--- src/rtl/core/assert_macros.svh ---
// Assertion helpers used by the top-level controller.
`ifndef ASSERT_MACROS_SVH
`define ASSERT_MACROS_SVH

// Same-cycle implication, disabled during reset.
`define ASSERT_IMP(label, clk, rst_n, ante, cons, msg) \
  label: assert property (@(posedge clk) disable iff (!rst_n) (ante) |-> (cons)) \
    else $error(msg);

// Next-cycle implication, disabled during reset.
`define ASSERT_NXT(label, clk, rst_n, ante, cons, msg) \
  label: assert property (@(posedge clk) disable iff (!rst_n) (ante) |=> (cons)) \
    else $error(msg);

`endif

--- src/rtl/core/rlbf_pkg.sv ---
`timescale 1ns / 1ps
// ----------------------------------------------------------------------------
// rlbf_pkg
// Types, codes and constants of the RGB LED blink and fade controller.
// ----------------------------------------------------------------------------
package rlbf_pkg;

  localparam int MAX_FADE_STEPS = 64;
  localparam int TIMER_BITS     = 16;

  // floor(x/100) = (x * RECIP_28) >> 28 for x < 61008
  localparam logic [21:0] RECIP_28 = 22'd2684355;
  // floor(x/100) = (x * RECIP_32) >> 32 for x < 2^23
  localparam logic [25:0] RECIP_32 = 26'd42949673;

  // bits of |d|*100 fed to the step-width divider
  localparam int NUM_BITS = 15;

  // in_stall hold after a blink register write, while the on/off timing pipeline settles
  localparam logic [1:0] CFG_HOLD = 2'd3;

  typedef enum logic [1:0] {
    FUNC_SET    = 2'd0,
    FUNC_TICK   = 2'd1,
    FUNC_FADE   = 2'd2,
    FUNC_UNUSED = 2'd3   // ignored: no result, no state change
  } func_t;

  typedef enum logic [1:0] {
    REG_COMMON_ANODE = 2'd0,
    REG_BLINK_PERIOD = 2'd1,
    REG_BLINK_DUTY   = 2'd2
  } reg_idx_t;

  typedef struct packed {
    logic [1:0] func;
    logic [7:0] red_level;
    logic [7:0] green_level;
    logic [7:0] blue_level;
    logic [6:0] fade_steps;
  } in_item_t;

  typedef struct packed {
    logic [7:0] red_drive;
    logic [7:0] green_drive;
    logic [7:0] blue_drive;
    logic       lit_phase;
    logic       last_of_run;
  } out_item_t;

  typedef struct packed {
    logic start;
    logic step;
  } lane_cmd_t;

  typedef struct packed {
    logic ready;
  } lane_stat_t;

endpackage

--- src/rtl/core/rlbf_blink_timing.sv ---
`timescale 1ns / 1ps
// ----------------------------------------------------------------------------
// rlbf_blink_timing
// Lit and dark phase lengths from period and duty, three register stages.
// ----------------------------------------------------------------------------
module rlbf_blink_timing (
  input  logic        clk,
  input  logic [15:0] period,
  input  logic [6:0]  duty,
  output logic [15:0] on_ticks,
  output logic [15:0] off_ticks
);
  import rlbf_pkg::*;

  logic [6:0]  duty_eff;
  logic [22:0] p_on_r, p_off_r;
  logic [48:0] m_on_r, m_off_r;
  logic [15:0] on_r, off_r;

  assign duty_eff = (duty > 7'd100) ? 7'd100 : duty;

  always_ff @(posedge clk) begin
    p_on_r  <= 23'(period) * 23'(duty_eff);
    p_off_r <= 23'(period) * 23'(7'd100 - duty_eff);
    m_on_r  <= 49'(p_on_r) * 49'(RECIP_32);
    m_off_r <= 49'(p_off_r) * 49'(RECIP_32);
    on_r    <= m_on_r[47:32];
    off_r   <= m_off_r[47:32];
  end

  assign on_ticks  = on_r;
  assign off_ticks = off_r;

endmodule
--- config.mk ---
export PLATFORM = sky130hd
export DESIGN_NAME = rlbf_blink_timing
export DESIGN_NICKNAME = d
export VERILOG_FILES = /design/src/rtl/core/assert_macros.svh /design/src/rtl/core/rlbf_pkg.sv /design/src/rtl/core/rlbf_blink_timing.sv
export SDC_FILE = /design/constraint.sdc
export NUM_CORES = 2
export LEC_CHECK = 0
export ABC_AREA = 1
export BUFFER_PORTS_ARGS = -buffer_cell sky130_fd_sc_hd__buf_2
export CAP_MARGIN = 20
export CORE_ASPECT_RATIO = 0.6
export CORE_MARGIN = 4
export CORE_UTILIZATION = 50
export CTS_BUF_LIST = sky130_fd_sc_hd__clkbuf_8
export DETAILED_ROUTE_END_ITERATION = 8
export GPL_ROUTABILITY_DRIVEN = 0
export PLACE_DENSITY = 0.68
export SLEW_MARGIN = 30
export SYNTH_ARGS = -nofsm -noshare
export SYNTH_HDL_FRONTEND = slang
export SYNTH_SLANG_ARGS = --single-unit
--- constraint.sdc ---
create_clock -name clk -period 6 [get_ports clk]
set_input_delay 1.2 -clock clk [delete_from_list [all_inputs] [get_ports clk]]
set_output_delay 1.2 -clock clk [all_outputs]
set_load 0.005 [all_outputs]
==> summary.md <==
| Metric | Value |
|---|---|
| CTS tree | built |
| IO buf count | 55 |
| CP Launch Type | register |
| Total CTS buffers | 9 |
| Max Freq | 174 MHz |
| Antenna Nets Post-Route | 0 |
| Post-route cell area | 0.0341 mm2 |
| Worst reg-to-reg path cell count | 17 |
| Vias per inst | 4.95 |
| Synth cell types | 39 |
| Layout cells sized above 1 | 5.33% |
| Clock sink total | 109 |
| CP endpoint kind | register |
| Rel. slew slack | 47.4% |
| Synthesis-to-layout area growth | 7.58% |
| CP Data Required Time | 6.36 ns |
| Syn Area/Cell | 7.79 um2 |
| Synth area leaders | fa_1 (34%), ha_1 (23%), inv_1 (15%) |
| Clk_skew | 0.0169 ns |
| R2R Setup Slk | 0.25 ns |
| Final period utilization | 95.8% |
| Vias in the first global route | 24700 |
| Critical path class | register to register |
| Initial antenna violation count | 2 |
| Crit path DAT | 6.10 ns |
| Vias | 25200 |
| Largest family of logic cells by synthesized area | adder cells |
| Placed insts | 5067 |
| Xor and xnor area share after synthesis | 1.13% |
| Synth Area in Adders | 56.6% |
| Mapped Cells | 4074 |
| GRT Total Usage | 26.2% |
| # nets final | 5375 |
| Worst R2R End | m_off_r[40] |
| Mux share of post-synthesis cell area | 0% |
| Std cell rows | 71 |
| Worst hold path type | register to register |
| Crit path max-delay family | adder cells |
| Hold Vio Cnt, Final | 0 |
| Origin of the worst setup path | p_off_r[9] |
| WP depth | 17 |
| I/O pins | 56 |
| Clock buffer depth | 2 |
| Routed WL per cell | 16.8 um |
| Number of synthesized flops with an enable pin | 0 |
| Non-filler cells, final | 5084 |
| Largest stage delay, worst path | 0.74 ns |
| WP buf/inv | 2 |
| Max-cap violation count | 0 |
| Total setup buffers inserted after CTS | 0 |
| Flop and latch count out of synthesis | 109 |
| RSZ-0062 raised after global routing | false |
| Die H | 203 um |
| Pin count of the biggest net entering global routing | 19 |
| First-pass GRT wire length | 137000 um |
| Synth Flop Type | dfxtp_1 |
| Setup violators final | 0 |
| Final WL | 85500 um |
| Status | completed |
| CP max stage cell | dfxtp_1 |
| Sequential area share after synthesis | 6.88% |
| DRC viols | 0 |
| Worst-path fanout max | 8 |
| Starting Density | 50.6% |
| Synth area leader | fa_1 |
| Root Buffer | clkbuf_8 |
| Top cell type's share of synthesized area | 34.1% |
| Critical path destination | m_off_r[40] |
| Clk slew on worst S/H paths | 0.11 ns |
| Yosys warning count | 0 |
| Mapped Area | 0.0317 mm2 |
| Die area | 0.0677 mm2 |
| Area after DPL | 0.0339 mm2 |
| DP HPWL | 77700 um |
| Simple-Gate Fraction of Synth Area | 17.6% |
| Final min period | 5.75 ns |
| 1st-iter DRT viols | 2001 |
| Final design utilization | 54.4% |
| Die Width | 333 um |
| Synth Area in Compound Gates | 2.46% |
| Max Slew Vio Count | 0 |
| Fill cells | 6049 |
| Remaining Overflow, GRT | 0 |
| Core area | 0.0627 mm2 |
| Most used cell, CP | fa_1 |
| Hold WS | 0.337 ns |
| H-tree Lvls | 3 |
| Synth async-reset ratio | 0% |
| Slew @ Worst Pin | 0.789 ns |
| Cell-by-cell trace of the critical path | ha_1 -> fa_1 -> inv_1 -> fa_1 -> fa_1 -> fa_1 -> inv_1 -> fa_1 -> fa_1 -> ha_1 -> nand2_1 -> nor2_1 -> nand2_1 -> nor2_1 -> nand4_1 -> nand4_1 -> nand2_1 |
| 1st-pass router iterations | 6 |
| Clk_lat worst skew | 0.46 ns |
| Reg2reg start | p_off_r[9] |
-- synthesized netlist by cell type (all sizes together), types with 4 or more instances --
cell / instances
o21ai: 35
a21oi: 91
nor3: 22
nor2: 261
o21bai: 4
nand4: 45
fa: 540
dfxtp: 109
buf: 7
xor2: 27
nand3: 75
inv: 1253
clkbuf: 21
o211ai: 4
a21o: 7
and2: 4
nand2: 971
ha: 572
xnor2: 14
-- state kept, by name, indices dropped and copies added (netlist names) --
register   flops
m_off_r       16
m_on_r        16
off_ticks     16
on_ticks      16
p_off_r       23
p_on_r        22
-- placed cells by master (no fill, tap or decap), types with 3 or more instances in the layout --
cell / Yosys / routed
inv_1: 1249 / 1249
nand2_1: 960 / 960
ha_1: 572 / 570
fa_1: 540 / 540
nor2_1: 249 / 247
buf_4: 2 / 108
dfxtp_1: 109 / 105
a21oi_1: 91 / 91
nand3_1: 73 / 73
buf_2: 4 / 55
nand4_1: 45 / 45
o21ai_0: 30 / 30
xor2_1: 27 / 27
nor3_1: 20 / 19
conb_1: 2 / 16
xnor2_1: 14 / 14
nor2_4: 10 / 10
clkbuf_8: 0 / 9
nand2_2: 7 / 7
a21o_1: 7 / 7
buf_12: 1 / 5
o21bai_1: 4 / 4
nand2_4: 4 / 4
inv_2: 4 / 4
nor2_2: 2 / 4
o21ai_1: 4 / 4
o211ai_1: 4 / 4
and2_1: 4 / 4
dfxtp_2: 0 / 4
nor3_2: 2 / 3
-- through the flow --
step | worst slack, ns | setup TNS, ns
5_1_grt | 0.00279 | 0
3_5_place_dp | -0.181 | -1.44
2_1_floorplan | 0.0375 | 0
6_report | 0.255 | 0
4_1_cts | 0.185 | 0
3_3_place_gp | -0.0756 | -0.300
-- how the worst min path moves through the flow --
stage / startpoint / end / cells after the start
after global placement: m_off_r[33] / off_ticks[1] / 0
final: m_off_r[45] / off_ticks[13] / 0
after floorplan: m_off_r[32] / off_ticks[0] / 0
after detailed placement: m_off_r[36] / off_ticks[4] / 0
after global routing: m_off_r[41] / off_ticks[9] / 0
after CTS: m_on_r[45] / on_ticks[13] / 0
-- timing repair --
action | in CTS | in global routing
setup endpoints to repair | 0 | 13
hold buffers | 0 | 0
resized for setup | 0 | 10
-- metal layers --
layer / vias to the layer above / track usage, % / wire length (um)
met2: 1022 / 32.0 / 29300
met5: - / 0 / 0
met4: 0 / 3.18 / 675
met1: 11900 / 42.8 / 43700
met3: 40 / 10.5 / 11800
li1: 12200 / - / -
-- layout make-up --
class | instances | area, um2 | share of cell area, %
Antenna cell | 2 | 5.00 | 0.0147
Multi-Input combinational cell | 2697 | 24800 | 72.6
Clock inverter | 6 | 95.1 | 0.279
Sequential cell | 109 | 2190 | 6.41
Clock buffer | 9 | 124 | 0.363
Inverter | 1254 | 4710 | 13.8
Tap cell | 839 | 1050 | 3.07
Timing Repair Buffer | 168 | 1190 | 3.47
-- cell families (layout without fill, tap and decap cells) --
kind of cell / count (synthesis) / in the layout
and+or+nand+nor: 1382 / 1382
DFF: 109 / 109
other: 2 / 18
buffers and inverters: 1282 / 1437
xor gates and xnor gates: 41 / 41
adders and majority gates: 1112 / 1112
AOI/OAI and AO/OA: 146 / 146
Power is not shown: default switching activity piles up to over one toggle a cycle in this logic, so the estimate is an artifact.
