[src/rtl/core/assert_macros.svh]
// Assertion helpers used by the top-level controller.
`ifndef ASSERT_MACROS_SVH
`define ASSERT_MACROS_SVH

// Same-cycle implication, disabled during reset.
`define ASSERT_IMP(label, clk, rst_n, ante, cons, msg) \
  label: assert property (@(posedge clk) disable iff (!rst_n) (ante) |-> (cons)) \
    else $error(msg);

// Next-cycle implication, disabled during reset.
`define ASSERT_NXT(label, clk, rst_n, ante, cons, msg) \
  label: assert property (@(posedge clk) disable iff (!rst_n) (ante) |=> (cons)) \
    else $error(msg);

`endif

[src/rtl/core/rlbf_pkg.sv]
`timescale 1ns / 1ps
// ----------------------------------------------------------------------------
// rlbf_pkg
// Types, codes and constants of the RGB LED blink and fade controller.
// ----------------------------------------------------------------------------
package rlbf_pkg;

  localparam int MAX_FADE_STEPS = 64;
  localparam int TIMER_BITS     = 16;

  // floor(x/100) = (x * RECIP_28) >> 28 for x < 61008
  localparam logic [21:0] RECIP_28 = 22'd2684355;
  // floor(x/100) = (x * RECIP_32) >> 32 for x < 2^23
  localparam logic [25:0] RECIP_32 = 26'd42949673;

  // bits of |d|*100 fed to the step-width divider
  localparam int NUM_BITS = 15;

  // in_stall hold after a blink register write, while the on/off timing pipeline settles
  localparam logic [1:0] CFG_HOLD = 2'd3;

  typedef enum logic [1:0] {
    FUNC_SET    = 2'd0,
    FUNC_TICK   = 2'd1,
    FUNC_FADE   = 2'd2,
    FUNC_UNUSED = 2'd3   // ignored: no result, no state change
  } func_t;

  typedef enum logic [1:0] {
    REG_COMMON_ANODE = 2'd0,
    REG_BLINK_PERIOD = 2'd1,
    REG_BLINK_DUTY   = 2'd2
  } reg_idx_t;

  typedef struct packed {
    logic [1:0] func;
    logic [7:0] red_level;
    logic [7:0] green_level;
    logic [7:0] blue_level;
    logic [6:0] fade_steps;
  } in_item_t;

  typedef struct packed {
    logic [7:0] red_drive;
    logic [7:0] green_drive;
    logic [7:0] blue_drive;
    logic       lit_phase;
    logic       last_of_run;
  } out_item_t;

  typedef struct packed {
    logic start;
    logic step;
  } lane_cmd_t;

  typedef struct packed {
    logic ready;
  } lane_stat_t;

endpackage

[src/rtl/core/rlbf_fade_lane.sv]
`timescale 1ns / 1ps
// ----------------------------------------------------------------------------
// rlbf_fade_lane
// One color channel of a fade: divides the difference into a step width,
// then walks the level from the far step down to the target, one per step.
// ----------------------------------------------------------------------------
module rlbf_fade_lane (
  input  logic               clk,
  input  logic               rst_n,
  input  rlbf_pkg::lane_cmd_t cmd,
  input  logic [7:0]         target,
  input  logic [7:0]         saved,
  input  logic [6:0]         steps,
  output rlbf_pkg::lane_stat_t stat,
  output logic [7:0]         level
);
  import rlbf_pkg::*;

  typedef enum logic [3:0] {
    L_IDLE  = 4'b0001,
    L_DIV   = 4'b0010,
    L_PREP  = 4'b0100,
    L_READY = 4'b1000
  } lane_state_t;

  lane_state_t state_r, state_nxt;

  logic                neg_r;
  logic [7:0]          tgt_r;
  logic [6:0]          s_r;
  logic [NUM_BITS-1:0] num_r;      // dividend, then quotient |w|
  logic [5:0]          rem_r;
  logic [3:0]          cnt_r;
  logic [2:0]          ph_r;
  logic [36:0]         prod_r;
  logic [7:0]          a_r;        // |w| / 100
  logic [6:0]          b_r;        // |w| % 100
  logic [12:0]         t1_r;
  logic [13:0]         qa_r;
  logic [13:0]         q_r;        // floor(i*|w|/100) for the current step
  logic [6:0]          r_r;

  logic [7:0]  mag;
  logic [6:0]  rem_sh;
  logic [7:0]  a_c;
  logic [6:0]  b_c;
  logic [15:0] v;

  assign mag    = (target < saved) ? saved - target : target - saved;
  assign rem_sh = {rem_r, num_r[NUM_BITS-1]};
  assign a_c    = prod_r[35:28];
  assign b_c    = 7'(num_r - NUM_BITS'(a_c) * NUM_BITS'(100));

  always_comb begin
    state_nxt = state_r;
    unique case (state_r)
      L_IDLE:  state_nxt = L_IDLE;
      L_DIV:   if (cnt_r == 4'd0) state_nxt = L_PREP;
      L_PREP:  if (ph_r == 3'd4) state_nxt = L_READY;
      L_READY: state_nxt = L_READY;
      default: state_nxt = L_IDLE;
    endcase
    if (cmd.start) state_nxt = L_DIV;
  end

  always_ff @(posedge clk) begin
    if (!rst_n) begin
      state_r <= L_IDLE;
    end else begin
      state_r <= state_nxt;
    end
  end

  always_ff @(posedge clk) begin
    if (cmd.start) begin
      neg_r <= target < saved;
      tgt_r <= target;
      s_r   <= steps;
      num_r <= NUM_BITS'(mag) * NUM_BITS'(100);
      rem_r <= '0;
      cnt_r <= 4'(NUM_BITS - 1);
      ph_r  <= '0;
    end else begin
      unique case (state_r)
        L_DIV: begin
          // restoring divide, one quotient bit a cycle
          if (rem_sh >= s_r) begin
            rem_r <= 6'(rem_sh - s_r);
            num_r <= {num_r[NUM_BITS-2:0], 1'b1};
          end else begin
            rem_r <= rem_sh[5:0];
            num_r <= {num_r[NUM_BITS-2:0], 1'b0};
          end
          cnt_r <= cnt_r - 4'd1;
        end
        L_PREP: begin
          ph_r <= ph_r + 3'd1;
          case (ph_r)
            3'd0: prod_r <= 37'(num_r) * 37'(RECIP_28);
            3'd1: begin
              a_r <= a_c;
              b_r <= b_c;
            end
            3'd2: begin
              t1_r <= 13'(s_r - 7'd1) * 13'(b_r);
              qa_r <= 14'(14'(s_r - 7'd1) * 14'(a_r));
            end
            3'd3: prod_r <= 37'(t1_r) * 37'(RECIP_28);
            default: begin
              // start point: (steps-1)*|w| = 100*q + r
              q_r <= qa_r + 14'(prod_r[35:28]);
              r_r <= 7'(t1_r - 13'(prod_r[35:28]) * 13'd100);
            end
          endcase
        end
        L_READY: begin
          if (cmd.step) begin
            if (r_r < b_r) begin
              r_r <= r_r + 7'd100 - b_r;
              q_r <= q_r - 14'(a_r) - 14'd1;
            end else begin
              r_r <= r_r - b_r;
              q_r <= q_r - 14'(a_r);
            end
          end
        end
        default: ;
      endcase
    end
  end

  assign v = neg_r ? 16'(tgt_r) + 16'(q_r) : 16'(tgt_r) - 16'(q_r);

  always_comb begin
    if (neg_r) begin
      level = (v > 16'd255) ? 8'hFF : v[7:0];
    end else begin
      level = v[15] ? 8'h00 : v[7:0];
    end
  end

  assign stat.ready = (state_r == L_READY);

endmodule

[config.mk]
export PLATFORM = sky130hd
export DESIGN_NAME = rlbf_fade_lane
export DESIGN_NICKNAME = d
export VERILOG_FILES = /design/src/rtl/core/assert_macros.svh /design/src/rtl/core/rlbf_pkg.sv /design/src/rtl/core/rlbf_fade_lane.sv
export SDC_FILE = /design/constraint.sdc
export NUM_CORES = 1
export LEC_CHECK = 0
export ABC_AREA = 1
export CORE_MARGIN = 10
export CORE_UTILIZATION = 50
export CTS_BUF_LIST = sky130_fd_sc_hd__clkbuf_8
export DETAILED_ROUTE_END_ITERATION = 12
export DONT_BUFFER_PORTS = 1
export SYNTH_ARGS = -nofsm -noshare
export SYNTH_HDL_FRONTEND = slang
export SYNTH_SLANG_ARGS = --single-unit
export TNS_END_PERCENT = 1
[constraint.sdc]
create_clock -name clk -period 6.1 [get_ports clk]
set_input_delay 0.305 -clock clk [delete_from_list [all_inputs] [get_ports clk]]
set_output_delay 0.305 -clock clk [all_outputs]
set_load 0.005 [all_outputs]
==> key figures, run 1 <==
Outcome
  – Status: complete, no violations

Clock network
  – CTS clk-pin slew, worst paths: 0.10 ns
  – Buffer depth of the longest clock path: 2
  – CTS buffer count: 17
  – CTS root buffer: clkbuf_8
  – Setup bufs post-CTS: 0
  – CTS resizes: 0
  – Clock Latency Late Sink: 0.51 ns
  – CTS sink cnt: 119
  – Total number of H-tree levels: 4
  – CTS tree: yes

Global routing
  – Total GRT Usage: 22.61%
  – Initial antenna violation count: 4
  – First-pass GRT wire length: 102100 um
  – Gr ovfl total: 0
  – Vias in the first global route: 19630
  – Largest net degree at the start of global routing: 28

Worst setup path
  – WS Path Type: register to register
  – Crit end category: register
  – Startpoint types: register
  – Worst Path Max Fanout: 5
  – CP arrival: 5.84 ns
  – Critical Path RT: 6.35 ns

Timing
  – Fmax: 0.1789 GHz
  – Final critical-path required period: 5.591 ns
  – Final setup margin: 0.5090 ns
  – Setup violators final: 0
  – Final Cycle Share: 91.66%
  – Setup Total Neg Slack: 0 ns
  – RSZ-0062 raised after global routing: no
  – Slew Viols, Final: 0
  – Fin. Hold Viols: 0
  – Slew margin rel.: 25.03%
  – Clock Skew: 0.03314 ns
  – Worst-Margin Slew: 1.113 ns

Layout
  – Most frequent cells in the layout: inv_1 (691), nand2_1 (529), ha_1 (419)
  – Area Growth Syn to Fin: 5.676%
  – Layout cells sized above 1: 3.537%
  – Most common cell after layout, fill and taps aside: inv_1
  – Final #Nets: 3703
  – FILL cells: 4450

Floorplanning
  – Row count: 79
  – I/O pins: 36
  – Die extent in x: 237.4 um
  – Vert. Die Dim: 237.4 um
  – Core Region: 46650 um2
  – Die area: 56350 um2
  – Initial Util: 50.65%

Synth
  – Syn Nets: 3675
  – Synth async-reset ratio: 0%
  – Synth warn: 0
  – Synth unique cells: 55
  – Register area share after synthesis: 14.32%
  – Ys flop type: edfxtp_1
  – Cells after Synth: 2956
  – Average size of a mapped cell: 7.994 um2
  – Post-synth EDFFs: 100
  – Synth Cell Area: 23630 um2
  – #FFs+latches synth: 119

Detailed routing
  – Vias post-DR: 19060
  – Detailed Route WL: 62370 um
  – Initial DRT Pass Iterations: 6
  – DRC Markers: 0
  – Routed len/inst: 17.30 um
  – DRT iter0 DRCs: 1104
  – Vias/cell: 5.285
  – Post-DRT Antenna Nets: 0

Worst hold path
  – Hold Path Class: input pin to register

Placed design
  – Dpl ws: 0.5747 ns
  – DP Wirelength: 53660 um
  – Routability cong.: 0.9392
  – # port buffers: 0

Job
  – Max cap viols: 0
## layout make-up
class	instances	area (um2)	share of cell area, %
Multi-Input combinational cell	2110	17490	70.06
Clock buffer	17	234.0	0.9370
Sequential cell	119	3383	13.55
Clock inverter	15	155.1	0.6213
Antenna cell	2	5.005	0.02004
Timing Repair Buffer	33	300.3	1.203
Tap cell	607	759.5	3.042
Inverter	703	2640	10.57
## worst paths after layout
check	from	endpoint	slack, ns	cells past startpoint
max	num_r[2]	prod_r[29]	0.51	20
min	cmd[1]	num_r[7]	0.02	2
max reg2reg	num_r[2]	prod_r[29]	0.51	20
min reg2reg	rem_r[5]	rem_r[5]	0.46	2
## Yosys cell counts (24+ instances only)
library cell  count  area [um2]
nor3_1           30       150.1
nand2_1         529        1986
fa_1            273        5465
nand4_1          28       175.2
inv_1           690        2590
edfxtp_1        100        3003
o21ai_0         119       595.6
xnor2_1          24       210.2
nor2_1          224       840.8
ha_1            419        5243
nand3_1         136       680.7
a21oi_1         134       670.6
xor2_1           41       359.1
## critical path: stages, from the launching register on
cell and delay (ns):
edfxtp_1 0.54, inv_1 0.25, fa_1 0.63, inv_1 0.09, ha_1 0.30, fa_1 0.53, fa_1 0.45, fa_1 0.55
inv_1 0.05, fa_1 0.50, inv_1 0.05, ha_1 0.30, nand2_1 0.11, nor2_1 0.24, nand2_1 0.08, nor4_1 0.25
o31ai_1 0.16, nand2_1 0.08, nand2_1 0.05, nand3_1 0.08, nand2_1 0.05
## routing by layer
metal	track usage, %	share of wire (%)	up-vias
li1	-	-	9387
met1	29.94	46	9209
met2	39.12	49	401
met3	2.360	3.6	57
met4	5.127	1.5	2
met5	0	0.011	-
## per-stage QoR
stage	area (um2)	utilization, %	hold slack, ns	std cells
2_1_floorplan	23630	-	0.3739	2956
3_3_place_gp	24400	52.29	0.3830	3555
3_5_place_dp	24400	52.29	0.3806	3555
4_1_cts	24970	53.51	0.003828	3604
5_1_grt	24970	53.52	0.04054	3606
6_report	24970	53.52	0.02463	3606
## registers in the layout, indices dropped and copies added, names as in the netlist, 6 cells and up
signal	cells
q_r	14
tgt_r	8
qa_r	14
num_r	15
r_r	7
prod_r	8
s_r	7
rem_r	6
a_r	8
b_r	7
t1_r	13
## cells by family (layout without fill, tap and decap cells)
kind of cell,count (synthesis),count (layout),share of synthesized area [%]
multiplexers,2,2,0.08473
other,0,2,0
AO/OA/AOI/OAI,341,341,8.038
XOR/XNOR,65,65,2.409
flip-flops,119,119,14.32
buffers and inverters,727,768,11.69
adder cells (fa/ha/maj),692,692,45.32
AND/OR/NAND/NOR,1010,1010,18.15
## repair_timing
action / CTS / global route
setup endpoints to repair: 0 / 0
hold endpoints to repair: 42 / 0
hold buffers: 17 / 0
Power of run 1 is not shown: default switching activity piles up to over one toggle a cycle in this logic, so the estimate is an artifact.
==> run 2: changes to the inputs <==
--- a/config.mk
+++ b/config.mk
@@ -6,11 +6,14 @@
 export NUM_CORES = 1
 export LEC_CHECK = 0
 export ABC_AREA = 1
+export CELL_PAD_IN_SITES_DETAIL_PLACEMENT = 1
+export CELL_PAD_IN_SITES_GLOBAL_PLACEMENT = 1
 export CORE_MARGIN = 10
-export CORE_UTILIZATION = 50
+export CORE_UTILIZATION = 47
 export CTS_BUF_LIST = sky130_fd_sc_hd__clkbuf_8
 export DETAILED_ROUTE_END_ITERATION = 12
 export DONT_BUFFER_PORTS = 1
+export PLACE_DENSITY_LB_ADDON = 0.1
 export SYNTH_ARGS = -nofsm -noshare
 export SYNTH_HDL_FRONTEND = slang
 export SYNTH_SLANG_ARGS = --single-unit
==> constraint.sdc (replaced) <==
create_clock -name clk -period 4.9 [get_ports clk]
set_input_delay 0.245 -clock clk [delete_from_list [all_inputs] [get_ports clk]]
set_output_delay 0.245 -clock clk [all_outputs]
set_load 0.005 [all_outputs]
==> run 2 against run 1 <==
  * The flow now finishes with violations (setup timing)
  * Clock skew is 0.012 ns lower
  * Critical path depth is 3 lower
  * Die area is 5.8% higher
  * Cell area is 11% higher
  * Sequential share of layout area is 1.4 points lower
  * Routed wire length is 24% higher
  * Critical path type unchanged
  * Worst hold slack better by 0.053 ns
  * Register-to-register slack worse by 0.84 ns
  * Non-clock buffer count is 254 higher
  * Setup slack worse by 0.84 ns
==> key figures, run 2 (same netlist as run 1, synthesis figures left out) <==
Job
  – Max cap viols: 0 (unchanged)

Layout
  – Max reg flops: 15 (unchanged)
  – Final #Nets: 3957 (+6.9%)
  – Layout cells sized above 1: 15.50% (+12 points)
  – Area of the multi-input gates: 18250 um2 (+4.3%)
  – Most frequent cells in the layout: inv_1 (682), nand2_1 (509), ha_1 (392)
  – Reg with most FFs: num_r
  – Largest regs: num_r x15, q_r x14, qa_r x14
  – Area Growth Syn to Fin: 17.69%
  – FILL cells: 6183 (+39%)
  – Most common cell after layout, fill and taps aside: inv_1
  – Register Area: 3388 um2 (+0.15%)

Timing
  – Final critical-path required period: 5.228 ns (-0.3629 ns)
  – Setup violators final: 12 (+12)
  – Final Cycle Share: 106.7% (+15 points)
  – Slew Viols, Final: 0 (unchanged)
  – Slew margin rel.: 22.69% (-2.3 points)
  – Worst-Margin Slew: 1.156 ns (+0.04350 ns)
  – RSZ-0062 raised after global routing: yes
  – Setup Total Neg Slack: -2.716 ns (-2.716 ns)
  – Fmax: 0.1913 GHz (+6.9%)
  – Clock Skew: 0.02088 ns (-0.01226 ns)
  – Worst hold slack: 0.07812 ns (+0.05350 ns)
  – Fin. Hold Viols: 0 (unchanged)
  – Final setup margin: -0.3281 ns (-0.8371 ns)

Detailed routing
  – Detailed Route WL: 77250 um (+24%)
  – Vias post-DR: 20870 (+9.5%)
  – DRC Markers: 0 (unchanged)
  – Initial DRT Pass Iterations: 5 (-1)
  – Post-DRT Antenna Nets: 0 (unchanged)
  – Vias/cell: 5.317 (+0.62%)
  – DRT iter0 DRCs: 930 (-16%)
  – Routed len/inst: 19.68 um (+14%)

Worst setup path
  – CP arrival: 5.53 ns (-0.31 ns)
  – CP peak stage delay: 0.66 ns (+0.03 ns)
  – Startpoint types: register
  – CP endpoint: prod_r[29]
  – Worst r2r src: num_r[12]
  – R2R cell count: 17 (-15%)
  – Slowest CP cell: fa_2
  – Worst Path Max Fanout: 4 (-1)
  – Reg-to-Reg End: prod_r[29]
  – Critical Path RT: 5.20 ns (-1.15 ns)
  – Critical-path cell list: fa_2 -> inv_1 -> fa_1 -> inv_1 -> fa_1 -> fa_2 -> fa_1 -> fa_2 -> ha_4 -> nand2_4 -> buf_4 -> nor4_4 -> o31ai_2 -> nand2_1 -> nand2_1 -> nand3_1 -> nand2_1
  – WS Path Type: register to register
  – Crit end category: register
  – Reg2Reg Setup Slack: -0.33 ns (-0.84 ns)
  – Crit path launch: num_r[12]

Placed design
  – DP Wirelength: 65740 um (+23%)
  – # port buffers: 0 (unchanged)
  – Routability cong.: 0.9436 (+0.47%)

Outcome
  – Failing checks: setup timing
  – Status: complete, but fails checks

Global routing
  – Vias in the first global route: 23320 (+19%)
  – Met2 Resource Use GR: 45.80% (+6.7 points)
  – First-pass GRT wire length: 123900 um (+21%)
  – GR Util met3: 3.085% (+0.72 points)
  – Grt met1 use: 32.73% (+2.8 points)
  – Gr ovfl total: 0 (unchanged)
  – Total GRT Usage: 26.14% (+3.5 points)
  – Largest net degree at the start of global routing: 28 (unchanged)
  – Most used routing layer: met2
  – Initial antenna violation count: 3 (-1)

Worst hold path
  – Hold Path Class: input pin to register

Floorplanning
  – Core Region: 49970 um2 (+7.1%)
  – Die extent in x: 244.2 um (+2.9%)
  – Initial Util: 47.29% (-3.4 points)
  – Row count: 82 (+3.8%)
  – Vert. Die Dim: 244.2 um (+2.9%)
  – Die area: 59640 um2 (+5.8%)
  – I/O pins: 36 (unchanged)

Clock network
  – CTS clk-pin slew, worst paths: 0.10 ns (about the same)
  – CTS tree: yes
  – CTS root buffer: clkbuf_8
  – CTS buffer count: 17 (unchanged)
  – Buffer depth of the longest clock path: 2 (unchanged)
  – Total number of H-tree levels: 4 (unchanged)
  – Clock Latency Late Sink: 0.55 ns (+0.04 ns)
  – CTS sink cnt: 119 (unchanged)
run 2: cell count changes in the layout (fill, tap and decap cells not counted), sizes merged:
cell and delta:
dlygate4sd3 +3, clkinvlp -1, buf +251, clkinv -4
bufinv +1, inv +4
run 2: worst max-delay path, delay by kind of cell (launching register included):
| kind | cells | cell delay [ns] |
|---|---|---|
| AO/OA/AOI/OAI | 1 | 0.12 |
| buffers and inverters | 3 | 0.33 |
| AND/OR/NAND/NOR | 6 | 0.61 |
| flip-flops | 1 | 0.53 |
| adder cells (fa/ha/maj) | 7 | 3.39 |
run 2: area by class of cell:
type | instances | share of cell area [%]
diodes | 2 | 0.01800
clock buffers | 17 | 0.8414
clock inverters | 15 | 0.6974
inverters | 703 | 9.507
multi-input cells | 2110 | 65.63
flip-flops and latches | 119 | 12.18
well taps | 672 | 3.023
repair buffers | 287 | 8.103
run 2: layer usage:
layer	part of all wire, %	routed length, um
met5	0.028	22
met4	3.2	2468
met3	3.4	2636
met2	50	38500
met1	44	33620
run 2: worst min path at each step:
stage                       from          to  cells past startpoint
after CTS                 cmd[1]    num_r[6]                      1
after global routing      cmd[1]    num_r[6]                      1
after floorplan            rst_n  state_r[0]                      1
final                     cmd[1]    num_r[6]                      1
after global placement     rst_n  state_r[0]                      1
after detailed placement   rst_n  state_r[0]                      1
run 2: what timing repair did:
action                                  4_1_cts  5_1_grt
cloned                                        0        0
resized for setup                           105       84
setup buffers                                13        6
endpoints found under the setup margin       17       19
hold buffers                                 20        0
pin swaps                                    27       32
hold endpoints to repair                     48        0
run 2: through the flow:
| stage | worst slack (ns) | util [%] | area, um2 | cells |
|---|---|---|---|---|
| 2_1_floorplan | -0.04225 | - | 23670 | 2956 |
| 3_3_place_gp | -0.3417 | 52.57 | 26270 | 3852 |
| 3_5_place_dp | -0.4645 | 52.57 | 26270 | 3852 |
| 4_1_cts | -0.2930 | 54.85 | 27410 | 3917 |
| 5_1_grt | -0.4913 | 55.65 | 27810 | 3924 |
| 6_report | -0.3281 | 55.66 | 27810 | 3925 |
Power of run 2 is left out for the same reason.
